## config.mk

```make
export PLATFORM = sky130hd
export DESIGN_NAME = light_effect_engine
export DESIGN_NICKNAME = d
export VERILOG_FILES = /design/src/hdl/lee_pkg.sv /design/src/hdl/lee_div.sv /design/src/hdl/light_effect_engine.sv
export SDC_FILE = /design/constraint.sdc
export NUM_CORES = 1
export LEC_CHECK = 0
export ABC_AREA = 1
export BUFFER_PORTS_ARGS = -buffer_cell sky130_fd_sc_hd__buf_4
export CAP_MARGIN = 25
export CELL_PAD_IN_SITES_DETAIL_PLACEMENT = 0
export CELL_PAD_IN_SITES_GLOBAL_PLACEMENT = 2
export CORE_MARGIN = 4
export CORE_UTILIZATION = 37
export CTS_CLUSTER_DIAMETER = 200
export DETAILED_ROUTE_END_ITERATION = 10
export GPL_TIMING_DRIVEN = 0
export PLACE_DENSITY = 0.85
export SLEW_MARGIN = 10
export SYNTH_ARGS = -nofsm -noshare
export SYNTH_HDL_FRONTEND = slang
export SYNTH_HIERARCHICAL = 1
export SYNTH_SLANG_ARGS = --single-unit
export TNS_END_PERCENT = 20
```

## constraint.sdc

```tcl
create_clock -name clk -period 4.5 [get_ports clk]
set_input_delay 0.225 -clock clk [delete_from_list [all_inputs] [get_ports clk]]
set_output_delay 0.225 -clock clk [all_outputs]
set_load 0.02 [all_outputs]
```

## src/hdl/lee_pkg.sv

```systemverilog
package lee_pkg;

    localparam int STEP_W = 32;
    localparam int NV_W   = STEP_W + 2;

    localparam logic [STEP_W-1:0] STEP_MAX = 32'h7FFF_FFFF;
    localparam logic [STEP_W-1:0] STEP_MIN = 32'h8000_0000;
    localparam logic [7:0]        LVL_MAX  = 8'hFF;

    localparam logic [1:0] REQ_TICK  = 2'd0;
    localparam logic [1:0] REQ_START = 2'd1;
    localparam logic [1:0] REQ_LOAD  = 2'd2;

    localparam logic [2:0] MODE_RAISE   = 3'd0;
    localparam logic [2:0] MODE_LOWER   = 3'd1;
    localparam logic [2:0] MODE_SET     = 3'd2;
    localparam logic [2:0] MODE_FADE    = 3'd3;
    localparam logic [2:0] MODE_GLOW    = 3'd4;
    localparam logic [2:0] MODE_FLICKER = 3'd5;
    localparam logic [2:0] MODE_STROBE  = 3'd6;

    localparam logic [2:0] CFG_EFFECT_MODE = 3'd0;
    localparam logic [2:0] CFG_LEVEL_A     = 3'd1;
    localparam logic [2:0] CFG_LEVEL_B     = 3'd2;
    localparam logic [2:0] CFG_TIME_A      = 3'd3;
    localparam logic [2:0] CFG_TIME_B      = 3'd4;

    typedef struct packed {
        logic [1:0] req_type;
        logic [7:0] random_byte;
        logic [7:0] level_in;
    } lee_in_t;

    typedef struct packed {
        logic [7:0] light_level;
        logic       running;
    } lee_out_t;

endpackage

```

## src/hdl/lee_div.sv

```systemverilog
module lee_div
    import lee_pkg::*;
#(
    parameter int FRAC_BITS = 16
)
(
    input  logic                   clk,
    input  logic                   rst_n,
    input  logic                   start,
    input  logic [8+FRAC_BITS-1:0] dividend,
    input  logic [7:0]             divisor,
    output logic                   done,
    output logic [8+FRAC_BITS-1:0] quotient
);

    localparam int NUM_W = 8 + FRAC_BITS;
    localparam int CNT_W = $clog2(NUM_W + 1);

    logic [7:0]       rem_reg, rem_next;
    logic [NUM_W-1:0] quo_reg, quo_next;
    logic [7:0]       dvs_reg, dvs_next;
    logic [CNT_W-1:0] cnt_reg, cnt_next;
    logic             run_reg, run_next;
    logic             done_reg, done_next;
    logic [8:0]       trial;
    logic [8:0]       diff;
    logic             fits;

    assign trial = {rem_reg, quo_reg[NUM_W-1]};
    assign diff  = trial - {1'b0, dvs_reg};
    assign fits  = trial >= {1'b0, dvs_reg};

    always_comb
    begin
        rem_next  = rem_reg;
        quo_next  = quo_reg;
        dvs_next  = dvs_reg;
        cnt_next  = cnt_reg;
        run_next  = run_reg;
        done_next = 1'b0;
        if (start)
        begin
            rem_next = '0;
            quo_next = dividend;
            dvs_next = divisor;
            cnt_next = CNT_W'(NUM_W);
            run_next = 1'b1;
        end
        else if (run_reg)
        begin
            // one quotient bit per cycle, restoring
            rem_next = fits ? diff[7:0] : trial[7:0];
            quo_next = {quo_reg[NUM_W-2:0], fits};
            cnt_next = cnt_reg - 1'b1;
            if (cnt_reg == CNT_W'(1))
            begin
                run_next  = 1'b0;
                done_next = 1'b1;
            end
        end
    end

    always_ff @(posedge clk or negedge rst_n)
    begin
        if (!rst_n)
        begin
            cnt_reg  <= '0;
            run_reg  <= 1'b0;
            done_reg <= 1'b0;
        end
        else
        begin
            cnt_reg  <= cnt_next;
            run_reg  <= run_next;
            done_reg <= done_next;
        end
    end

    always_ff @(posedge clk)
    begin
        rem_reg <= rem_next;
        quo_reg <= quo_next;
        dvs_reg <= dvs_next;
    end

    assign done     = done_reg;
    assign quotient = quo_reg;

endmodule

```

## src/hdl/light_effect_engine.sv

```systemverilog
// channel  dir  handshake           payload
// in       in   in_valid/in_ready   lee_in_t  (req_type, random_byte, level_in)
// out      out  out_valid/out_ready lee_out_t (light_level, running)
// cfg      in   cfg_we              cfg_addr, cfg_wdata
//
// Ticks, loads and all other starts go from accept straight to the final state.
// Fade and glow starts with a nonzero divisor (level B for fade, time A for glow) first
// wait in the divide state for the serial divider, producing one quotient bit a cycle.
// One item at a time; in_ready returns once the result enters the output register.
// A stalled output holds the block in its final state until the register frees.
// Reset clears all configuration and effect state to zero.
module light_effect_engine
    import lee_pkg::*;
#(
    parameter int FRAC_BITS = 16
)
(
    input  logic     clk,
    input  logic     rst_n,
    input  logic     in_valid,
    output logic     in_ready,
    input  lee_in_t  in_data,
    output logic     out_valid,
    input  logic     out_ready,
    output lee_out_t out_data,
    input  logic     cfg_we,
    input  logic [2:0] cfg_addr,
    input  logic [7:0] cfg_wdata
);

    localparam int NUM_W = 8 + FRAC_BITS;

    localparam logic [1:0] ST_IDLE = 2'd0;
    localparam logic [1:0] ST_DIV  = 2'd1;
    localparam logic [1:0] ST_FIN  = 2'd2;

    logic [1:0]        state_reg, state_next;

    logic [2:0]        effect_mode_reg;
    logic [7:0]        level_a_reg, level_b_reg, time_a_reg, time_b_reg;

    logic [7:0]        level_reg, level_next;
    logic [7:0]        dwell_reg, dwell_next;
    logic [2:0]        active_mode_reg, active_mode_next;
    logic              active_reg, active_next;
    logic [7:0]        upper_level_reg, upper_level_next;
    logic [7:0]        lower_level_reg, lower_level_next;
    logic [STEP_W-1:0] step_reg, step_next;
    logic              rising_reg, rising_next;
    logic [7:0]        upper_dwell_reg, upper_dwell_next;
    logic [7:0]        lower_dwell_reg, lower_dwell_next;
    logic              neg_reg, neg_next;

    logic              out_valid_reg, out_valid_next;
    lee_out_t          out_data_reg, out_data_next;

    logic              accept;
    logic [8:0]        raise_sum;
    logic              up_dir;
    logic [7:0]        d_mag;
    logic [7:0]        divisor;
    logic              div_start;
    logic              div_done;
    logic [NUM_W-1:0]  div_quo;
    logic [STEP_W-1:0] quo_ext;
    logic signed [NV_W-1:0] step_ext;
    logic signed [NV_W-1:0] whole;
    logic signed [NV_W-1:0] nv;
    logic signed [NV_W-1:0] upper_ext;
    logic signed [NV_W-1:0] lower_ext;
    logic              at_upper_rise, at_upper_fall, at_lower_fall;
    logic [STEP_W-1:0] step_neg;

    assign accept   = in_valid && in_ready;
    assign in_ready = (state_reg == ST_IDLE);

    assign raise_sum = {1'b0, level_reg} + {1'b0, level_a_reg};
    assign up_dir    = level_reg <= level_a_reg;
    assign d_mag     = up_dir ? level_a_reg - level_reg : level_reg - level_a_reg;
    assign divisor   = (effect_mode_reg == MODE_FADE) ? level_b_reg : time_a_reg;
    assign quo_ext   = STEP_W'(div_quo);

    assign step_ext  = NV_W'(signed'(step_reg));
    assign whole     = step_ext >>> FRAC_BITS;
    assign nv        = whole + signed'(NV_W'(level_reg));
    assign upper_ext = signed'(NV_W'(upper_level_reg));
    assign lower_ext = signed'(NV_W'(lower_level_reg));
    assign at_upper_rise = nv >= upper_ext;
    assign at_upper_fall = nv <= upper_ext;
    assign at_lower_fall = nv <= lower_ext;
    assign step_neg  = (step_reg == STEP_MIN) ? STEP_MAX : STEP_W'(0) - step_reg;

    always_comb
    begin
        state_next       = state_reg;
        level_next       = level_reg;
        dwell_next       = dwell_reg;
        active_mode_next = active_mode_reg;
        active_next      = active_reg;
        upper_level_next = upper_level_reg;
        lower_level_next = lower_level_reg;
        step_next        = step_reg;
        rising_next      = rising_reg;
        upper_dwell_next = upper_dwell_reg;
        lower_dwell_next = lower_dwell_reg;
        neg_next         = neg_reg;
        out_valid_next   = out_valid_reg && !out_ready;
        out_data_next    = out_data_reg;
        div_start        = 1'b0;

        unique case (state_reg)
            ST_IDLE:
            begin
                if (accept)
                begin
                    state_next = ST_FIN;
                    unique case (in_data.req_type)
                        REQ_TICK:
                        begin
                            if (active_reg && dwell_reg != 8'd0)
                            begin
                                dwell_next = dwell_reg - 8'd1;
                            end
                            else if (active_reg)
                            begin
                                unique case (active_mode_reg)
                                    MODE_FADE:
                                    begin
                                        if (rising_reg ? at_upper_rise : at_upper_fall)
                                        begin
                                            level_next  = upper_level_reg;
                                            active_next = 1'b0;
                                        end
                                        else
                                        begin
                                            level_next = nv[7:0];
                                        end
                                    end
                                    MODE_GLOW:
                                    begin
                                        if (rising_reg && at_upper_rise)
                                        begin
                                            level_next  = upper_level_reg;
                                            step_next   = step_neg;
                                            rising_next = 1'b0;
                                        end
                                        else if (!rising_reg && at_lower_fall)
                                        begin
                                            level_next  = lower_level_reg;
                                            step_next   = step_neg;
                                            rising_next = 1'b1;
                                        end
                                        else
                                        begin
                                            level_next = nv[7:0];
                                        end
                                    end
                                    MODE_FLICKER:
                                    begin
                                        if (level_reg == upper_level_reg)
                                        begin
                                            level_next = lower_level_reg;
                                            dwell_next = {5'd0, in_data.random_byte[2:0]} + 8'd1;
                                        end
                                        else
                                        begin
                                            level_next = upper_level_reg;
                                            dwell_next = {3'd0, in_data.random_byte[4:0]} + 8'd1;
                                        end
                                    end
                                    MODE_STROBE:
                                    begin
                                        if (level_reg == upper_level_reg)
                                        begin
                                            level_next = lower_level_reg;
                                            dwell_next = lower_dwell_reg;
                                        end
                                        else
                                        begin
                                            level_next = upper_level_reg;
                                            dwell_next = upper_dwell_reg;
                                        end
                                    end
                                    default:
                                    begin
                                        active_next = 1'b0;
                                    end
                                endcase
                            end
                        end
                        REQ_START:
                        begin
                            unique case (effect_mode_reg) inside
                                MODE_RAISE:
                                begin
                                    level_next = raise_sum[8] ? LVL_MAX : raise_sum[7:0];
                                end
                                MODE_LOWER:
                                begin
                                    level_next = (level_a_reg > level_reg) ? 8'd0
                                                 : level_reg - level_a_reg;
                                end
                                MODE_SET:
                                begin
                                    level_next = level_a_reg;
                                end
                                MODE_FADE, MODE_GLOW:
                                begin
                                    upper_level_next = level_a_reg;
                                    if (effect_mode_reg == MODE_GLOW)
                                    begin
                                        lower_level_next = level_b_reg;
                                    end
                                    rising_next      = up_dir;
                                    dwell_next       = 8'd0;
                                    active_mode_next = effect_mode_reg;
                                    active_next      = 1'b1;
                                    neg_next         = !up_dir;
                                    if (divisor == 8'd0)
                                    begin
                                        step_next = up_dir ? STEP_MAX : STEP_MIN;
                                    end
                                    else
                                    begin
                                        div_start  = 1'b1;
                                        state_next = ST_DIV;
                                    end
                                end
                                MODE_FLICKER:
                                begin
                                    upper_level_next = level_a_reg;
                                    lower_level_next = level_b_reg;
                                    level_next       = level_a_reg;
                                    dwell_next       = {1'b0, in_data.random_byte[6], 6'd0} + 8'd1;
                                    active_mode_next = MODE_FLICKER;
                                    active_next      = 1'b1;
                                end
                                MODE_STROBE:
                                begin
                                    upper_level_next = level_a_reg;
                                    lower_level_next = level_b_reg;
                                    upper_dwell_next = time_a_reg;
                                    lower_dwell_next = time_b_reg;
                                    dwell_next       = time_a_reg;
                                    level_next       = level_a_reg;
                                    active_mode_next = MODE_STROBE;
                                    active_next      = 1'b1;
                                end
                                default:
                                begin
                                end
                            endcase
                        end
                        REQ_LOAD:
                        begin
                            level_next = in_data.level_in;
                        end
                        default:
                        begin
                        end
                    endcase
                end
            end
            ST_DIV:
            begin
                if (div_done)
                begin
                    step_next  = neg_reg ? STEP_W'(0) - quo_ext : quo_ext;
                    state_next = ST_FIN;
                end
            end
            ST_FIN:
            begin
                if (!out_valid_reg || out_ready)
                begin
                    out_valid_next            = 1'b1;
                    out_data_next.light_level = level_reg;
                    out_data_next.running     = active_reg;
                    state_next                = ST_IDLE;
                end
            end
            default:
            begin
                state_next = ST_IDLE;
            end
        endcase
    end

    lee_div #(
        .FRAC_BITS (FRAC_BITS)
    ) u_div (
        .clk      (clk),
        .rst_n    (rst_n),
        .start    (div_start),
        .dividend ({d_mag, FRAC_BITS'(0)}),
        .divisor  (divisor),
        .done     (div_done),
        .quotient (div_quo)
    );

    always_ff @(posedge clk or negedge rst_n)
    begin
        if (!rst_n)
        begin
            state_reg       <= ST_IDLE;
            effect_mode_reg <= '0;
            level_a_reg     <= '0;
            level_b_reg     <= '0;
            time_a_reg      <= '0;
            time_b_reg      <= '0;
            level_reg       <= '0;
            dwell_reg       <= '0;
            active_mode_reg <= '0;
            active_reg      <= 1'b0;
            upper_level_reg <= '0;
            lower_level_reg <= '0;
            step_reg        <= '0;
            rising_reg      <= 1'b0;
            upper_dwell_reg <= '0;
            lower_dwell_reg <= '0;
            neg_reg         <= 1'b0;
            out_valid_reg   <= 1'b0;
        end
        else
        begin
            state_reg       <= state_next;
            level_reg       <= level_next;
            dwell_reg       <= dwell_next;
            active_mode_reg <= active_mode_next;
            active_reg      <= active_next;
            upper_level_reg <= upper_level_next;
            lower_level_reg <= lower_level_next;
            step_reg        <= step_next;
            rising_reg      <= rising_next;
            upper_dwell_reg <= upper_dwell_next;
            lower_dwell_reg <= lower_dwell_next;
            neg_reg         <= neg_next;
            out_valid_reg   <= out_valid_next;
            if (cfg_we)
            begin
                unique case (cfg_addr)
                    CFG_EFFECT_MODE: effect_mode_reg <= cfg_wdata[2:0];
                    CFG_LEVEL_A:     level_a_reg     <= cfg_wdata;
                    CFG_LEVEL_B:     level_b_reg     <= cfg_wdata;
                    CFG_TIME_A:      time_a_reg      <= cfg_wdata;
                    CFG_TIME_B:      time_b_reg      <= cfg_wdata;
                    default:
                    begin
                    end
                endcase
            end
        end
    end

    always_ff @(posedge clk)
    begin
        out_data_reg <= out_data_next;
    end

    assign out_valid = out_valid_reg;
    assign out_data  = out_data_reg;

endmodule
```

Yosys cells after proc, flatten, opt, wreduce, memory -nomap -nowiden

Cells that the tools add are included.

$lt $le $gt $ge: 6
Equality and inequality tests: 43
Muxes and demuxes: 76
Reductions and logical operators: 45
Add/sub/neg operators: 12

Operator list:

| operator                | number |
|---|---|
| $mux W32                | 12 |
| $pmux W32 S2            | 2 |
| $mux W8                 | 15 |
| $pmux W8 S3             | 4 |
| $mux W24                | 2 |
| $pmux W8 S2             | 3 |
| $le A17 B9 Y1           | 2 |
| $eq A32 B32 Y1 const B  | 1 |
| $sub A1 B32 Y32 const A | 1 |
| $sub A1 B24 Y25 const A | 1 |
| $mux W1                 | 24 |
| $sub A8 B8 Y8           | 3 |
| $eq A3 B3 Y1 const B    | 7 |
| $ne A3 B3 Y1 const B    | 6 |
| $add A16 B9 Y17         | 1 |
| $ge A17 B9 Y1           | 1 |
| $reduce_and A4 Y1       | 4 |
| $eq A3 B2 Y1 const B    | 5 |
| $mux W2                 | 6 |
| $ne A2 B2 Y1 const B    | 6 |
| $ne A4 B4 Y1 const B    | 3 |
| $reduce_and A2 Y1       | 6 |
| $mux W5                 | 2 |
| $reduce_and A10 Y1      | 1 |
| 40 further kinds        | 64 |

Output and inout bits: 11
Register bits after elaboration: 180
Logic and storage cells: 209
Input bits: 34

Logic depth before layout (Yosys ltp)

Depth after elaboration: 11
Gate-level depth with buffers: 26
Depth with buffers taken out: 26

Modules after synthesis

Netlist, hierarchy kept.

Modules (own cells, without submodules):

| module              | cells an instance | area an instance (um^2) | instances | sequential area each (um^2) |
|---|---|---|---|---|
| light_effect_engine | 1566              | 10732.8                 | 1         | 3373.2 |
| lee_div             | 273               | 2402.3                  | 1         | 1296.2 |

Worst setup path after synthesis

Ideal clock, no wire load.

Kind: register -> register
Start: reg level_reg[1]
End: reg step_reg[9]
Stages on the path, launching flop included: 24
Arrival time: 3442 ps
Buffers on the path: 1
Data required time: 4374 ps
Library setup time: 126 ps
Slack: 932 ps
Period minus slack after synthesis: 3568 ps
Cells stage by stage: dfrtp_1 > inv_1 > fa_1 > inv_1 > nand3_1 > nand2_1 > nand2_1 > nand3_1 > xnor2_1 > inv_1 > ha_1 > nand2_1 > o21bai_1 > a21boi_0 > nor2_1 > nand3_1 > nand2_1 > nand2_2 > nand2_2 > nand3_2 > nand2_2 > a21boi_4 > buf_6 > o21ai_0

Word-level cells in the longest chain between the ends: 10
Elaborated cells on any way between the ends: 18
Classes of those cells: add/sub (1); order compare (3); eq/ne (1); mux (10); reduce/logical (3)

RTL lines:

| element                | RTL line                   | source |
|---|---|---|
| from (decl)            | light_effect_engine.sv:42  | `logic [7:0] level_reg, level_next;` |
| from (signal assigned) | light_effect_engine.sv:327 | `level_reg <= level_next;` |
| $add A16 B9 Y17        | light_effect_engine.sv:85  | `assign nv = whole + signed'(NV_W'(level_reg));` |
| $ge A17 B9 Y1          | light_effect_engine.sv:88  | `assign at_upper_rise = nv >= upper_ext;` |
| $logic_and A1 B1 Y1    | light_effect_engine.sv:141 | `if (rising_reg && at_upper_rise)` |
| $mux W32               | light_effect_engine.sv:141 |  |
| $mux W32               | light_effect_engine.sv:126 | `unique case (active_mode_reg)` |
| $mux W32               | light_effect_engine.sv:124 | `else if (active_reg)` |
| $mux W32               | light_effect_engine.sv:120 | `if (active_reg && dwell_reg != 8'd0)` |
| $pmux W32 S2           | light_effect_engine.sv:117 | `unique case (in_data.req_type)` |
| $mux W32               | light_effect_engine.sv:114 | `if (accept)` |
| $pmux W32 S2           | light_effect_engine.sv:111 | `unique case (state_reg)` |
| to (signal assigned)   | light_effect_engine.sv:333 | `step_reg <= step_next;` |
| to (decl)              | light_effect_engine.sv:48  | `logic [STEP_W-1:0] step_reg, step_next;` |

Several ways; a longest one is shown, not always the timed one. The select of a mux whose other input is x is not followed.
A chain may end at the register's enable or synchronous reset.

Final worst setup path

Start: reg step_reg[16]
End: reg step_reg[9]

Word-level cells in the longest chain between the ends: 10
Elaborated cells on any way between the ends: 17
Classes of those cells: add/sub (1); order compare (2); eq/ne (2); mux (9); reduce/logical (3)

RTL lines:

| element                                                  | RTL line |
|---|---|
| $add A16 B9 Y17 / $eq A32 B32 Y1 (equally long branches) | light_effect_engine.sv:85, light_effect_engine.sv:91 |
| $ge A17 B9 Y1 / $mux W32 (equally long branches)         | light_effect_engine.sv:88, light_effect_engine.sv:91 |
| $logic_and A1 B1 Y1 / $mux W32 (equally long branches)   | light_effect_engine.sv:141, light_effect_engine.sv:147 |
| $mux W32                                                 | light_effect_engine.sv:141 |
| $mux W32                                                 | light_effect_engine.sv:126 |
| $mux W32                                                 | light_effect_engine.sv:124 |
| $mux W32                                                 | light_effect_engine.sv:120 |
| $pmux W32 S2                                             | light_effect_engine.sv:117 |
| $mux W32                                                 | light_effect_engine.sv:114 |
| $pmux W32 S2                                             | light_effect_engine.sv:111 |

Several ways; a longest one is shown, not always the timed one. The select of a mux whose other input is x is not followed.

==> run metrics <==
ANT nets after route=0; Netlist Area Pre-Place=about 0.013 mm2; clk sinks=180; worst path required time=between 4 and 5 ns; Synth area leaders=dfrtp_1, nand2_1, edfxtp_1; Num CTS Buffers=17; Top Ports=45; Placer Congestion=0.880; CTS tree=built; CTS clock-pin slew for the worst setup and hold paths=roughly 0.080 ns; setup TNS=0 ns; multi-input logic area=0.00736 mm2; register area=around 0.0047 mm2; relative slew slack=around two fifths; Slew Viols, Final=0; Overflow after GRT=0; total global-route track usage=22.2%; pin count of the biggest net entering global routing=about 100; status=finished clean; Syn. warnings=6; Worst path slowest cell=dfrtp_1; final hold slack=~0.11 ns; Post-Syn Area per Cell=just over 7 um2; Fin. Hold Viols=0; Synth top area share=25.0%; number of synthesized register bits=180; first-pass GRT wire length=roughly 67000 um; CP Class=register to register; Hold Crit Class=input pin to register; Max Freq=about 240 MHz; most common cell after layout, fill and taps aside=nand2_1; Initial Util=a little under two fifths; router iterations before antenna repair=5; root buffer selected by CTS=clkbuf_16; Initial DRC Count=920; Vias/cell=around 5.1; Core Footprint=about 0.035 mm2; chip height=roughly 200 um; Pleak=~7 nW; worst-path fanout max=10; synthesized netlist cell count=1839; Max stage delay on crit path=roughly 0.48 ns; largest area contributor in the netlist=dfrtp_1; CP endpoint kind=register; Reg2Reg Setup Slack=around 0.31 ns; Post-synth ARST share=between 70% and 80%; Die X-Extent=between 150 and 200 um; antenna violations before repair=0; crit path DAT=~4.5 ns; post-DP HPWL=roughly 33000 um; DR DRC count=0; startpoint types=register; Die Area=0.0386 mm2; area delta synth->final=12.6%; RSZ-0062 raised after global routing=yes; Cells after DPL=about 2400; Vias=between 10000 and 15000; final count of negative-setup-slack endpoints=0; nets=2025; IO buf count=between 40 and 50; Clk Latency, worst-skew pair=between 0.4 and 0.5 ns; vias in the first global route=~12000; H-tree depth=4; layout cells sized above 1=9.05%; Power Dens Cells=264 mW/mm2; Largest register FFs=32; Pwr Total=3.90 mW; Worst-Margin Slew=0.875 ns; Final period util=between 90 and 100%; Synth cell types=54; maxcap violations=0; Crit path top cell by count=nand2_1; part of the Yosys area used for sequential elements=about 36%; Final min period=about 4.2 ns; final wirelength=42300 um; Post-synth EDFFs=41; most frequent cells in the layout=nand2_1, inv_1, nand3_1; ANT cells=0; top_reg_cell synth=dfrtp_1; fillcell total=3654; clock buffer depth=2; wire length per cell=~18 um; final non-filler cell total=around 2400; Peak VDD IR=between 0.2 and 0.3 mV; clk_skew=0.0129 ns; Rows=between 60 and 70
Yosys cell counts, drive strengths merged, types with 15 or more instances:
cell	n
clkbuf	36
nand2	505
nand3b	16
nor3	43
o21ai	194
buf	16
nor2	116
a21oi	104
inv	241
nand4	15
nand3	166
edfxtp	41
xor2	47
ha	66
dfrtp	131
timing repair:
action                                 CTS  global route
setup endpoints to repair                1            40
buffers inserted                         0             1
gates cloned                             0             0
gates resized for setup                  1             4
hold buffers                             2             0
endpoints found under the hold margin   31             0
pin swaps                                0             1
critical path: cells and delay by family (launching register included):
kind | cells | cell delay, ns
flip-flops | 1 | 0.48
AND/OR/NAND/NOR | 12 | 1.26
AO/OA/AOI/OAI | 4 | 0.58
XOR/XNOR | 1 | 0.17
buffers and inverters | 5 | 0.61
adder cells (fa/ha/maj) | 3 | 0.99
final timing paths:
kind / to / start / cells past startpoint
hold / removal: time_a_reg[3] / cfg_wdata[3] / 3
hold reg to reg: u_div/rem_reg[4] / u_div/rem_reg[4] / 2
max in group asynchronous: upper_dwell_reg[1] / rst_n / 3
setup reg to reg: step_reg[9] / step_reg[16] / 25
setup / recovery: step_reg[9] / step_reg[16] / 25
min in group asynchronous: step_reg[4] / rst_n / 2
logic make-up after synthesis:
group	after synthesis	share of synthesized area, %
buffers and inverters	298	8.95
adder cells (fa/ha/maj)	71	7.05
XOR/XNOR	51	3.46
AND/OR/NAND/NOR	879	28.9
multiplexers	9	0.762
flip-flops	180	35.5
other	1	0.0285
AO/OA/AOI/OAI	350	15.3
final cells by class:
| type | count | area share, % |
|---|---|---|
| multi-input cells | 1376 | 49.8 |
| plain buffers | 52 | 1.71 |
| inverters | 246 | 6.25 |
| clock inverters | 15 | 1.24 |
| flip-flops and latches | 180 | 31.6 |
| well taps | 455 | 3.85 |
| repair buffers | 47 | 2.67 |
| clock buffers | 17 | 2.88 |
where the power goes:
part,leakage [nW],switching (mW),total [mW],internal [mW]
Sequential,1.88,0.0859,1.81,1.72
Clock,0.295,0.794,1.55,0.756
Combinational,4.88,0.365,0.540,0.176
Total,7.05,1.24,3.90,2.66
metal layers:
metal / vias up / global-route usage [%] / wire, um
li1: 6196 / - / -
met4: 0 / 5.09 / 703
met5: - / 0 / 0
met2: 270 / 35.4 / 19300
met1: 5748 / 32.2 / 20500
met3: 38 / 3.15 / 1880
through the flow:
stage | utilization (%) | instance area (um2) | setup WS, ns
6_report | 42.5 | 14800 | 0.314
3_3_place_gp | 40.5 | 14100 | 0.0193
3_5_place_dp | 40.6 | 14100 | 0.0135
2_1_floorplan | - | 13200 | 0.932
4_1_cts | 42.4 | 14700 | 0.0711
5_1_grt | 42.5 | 14800 | -0.0216
(Power assumes the default switching activity.)
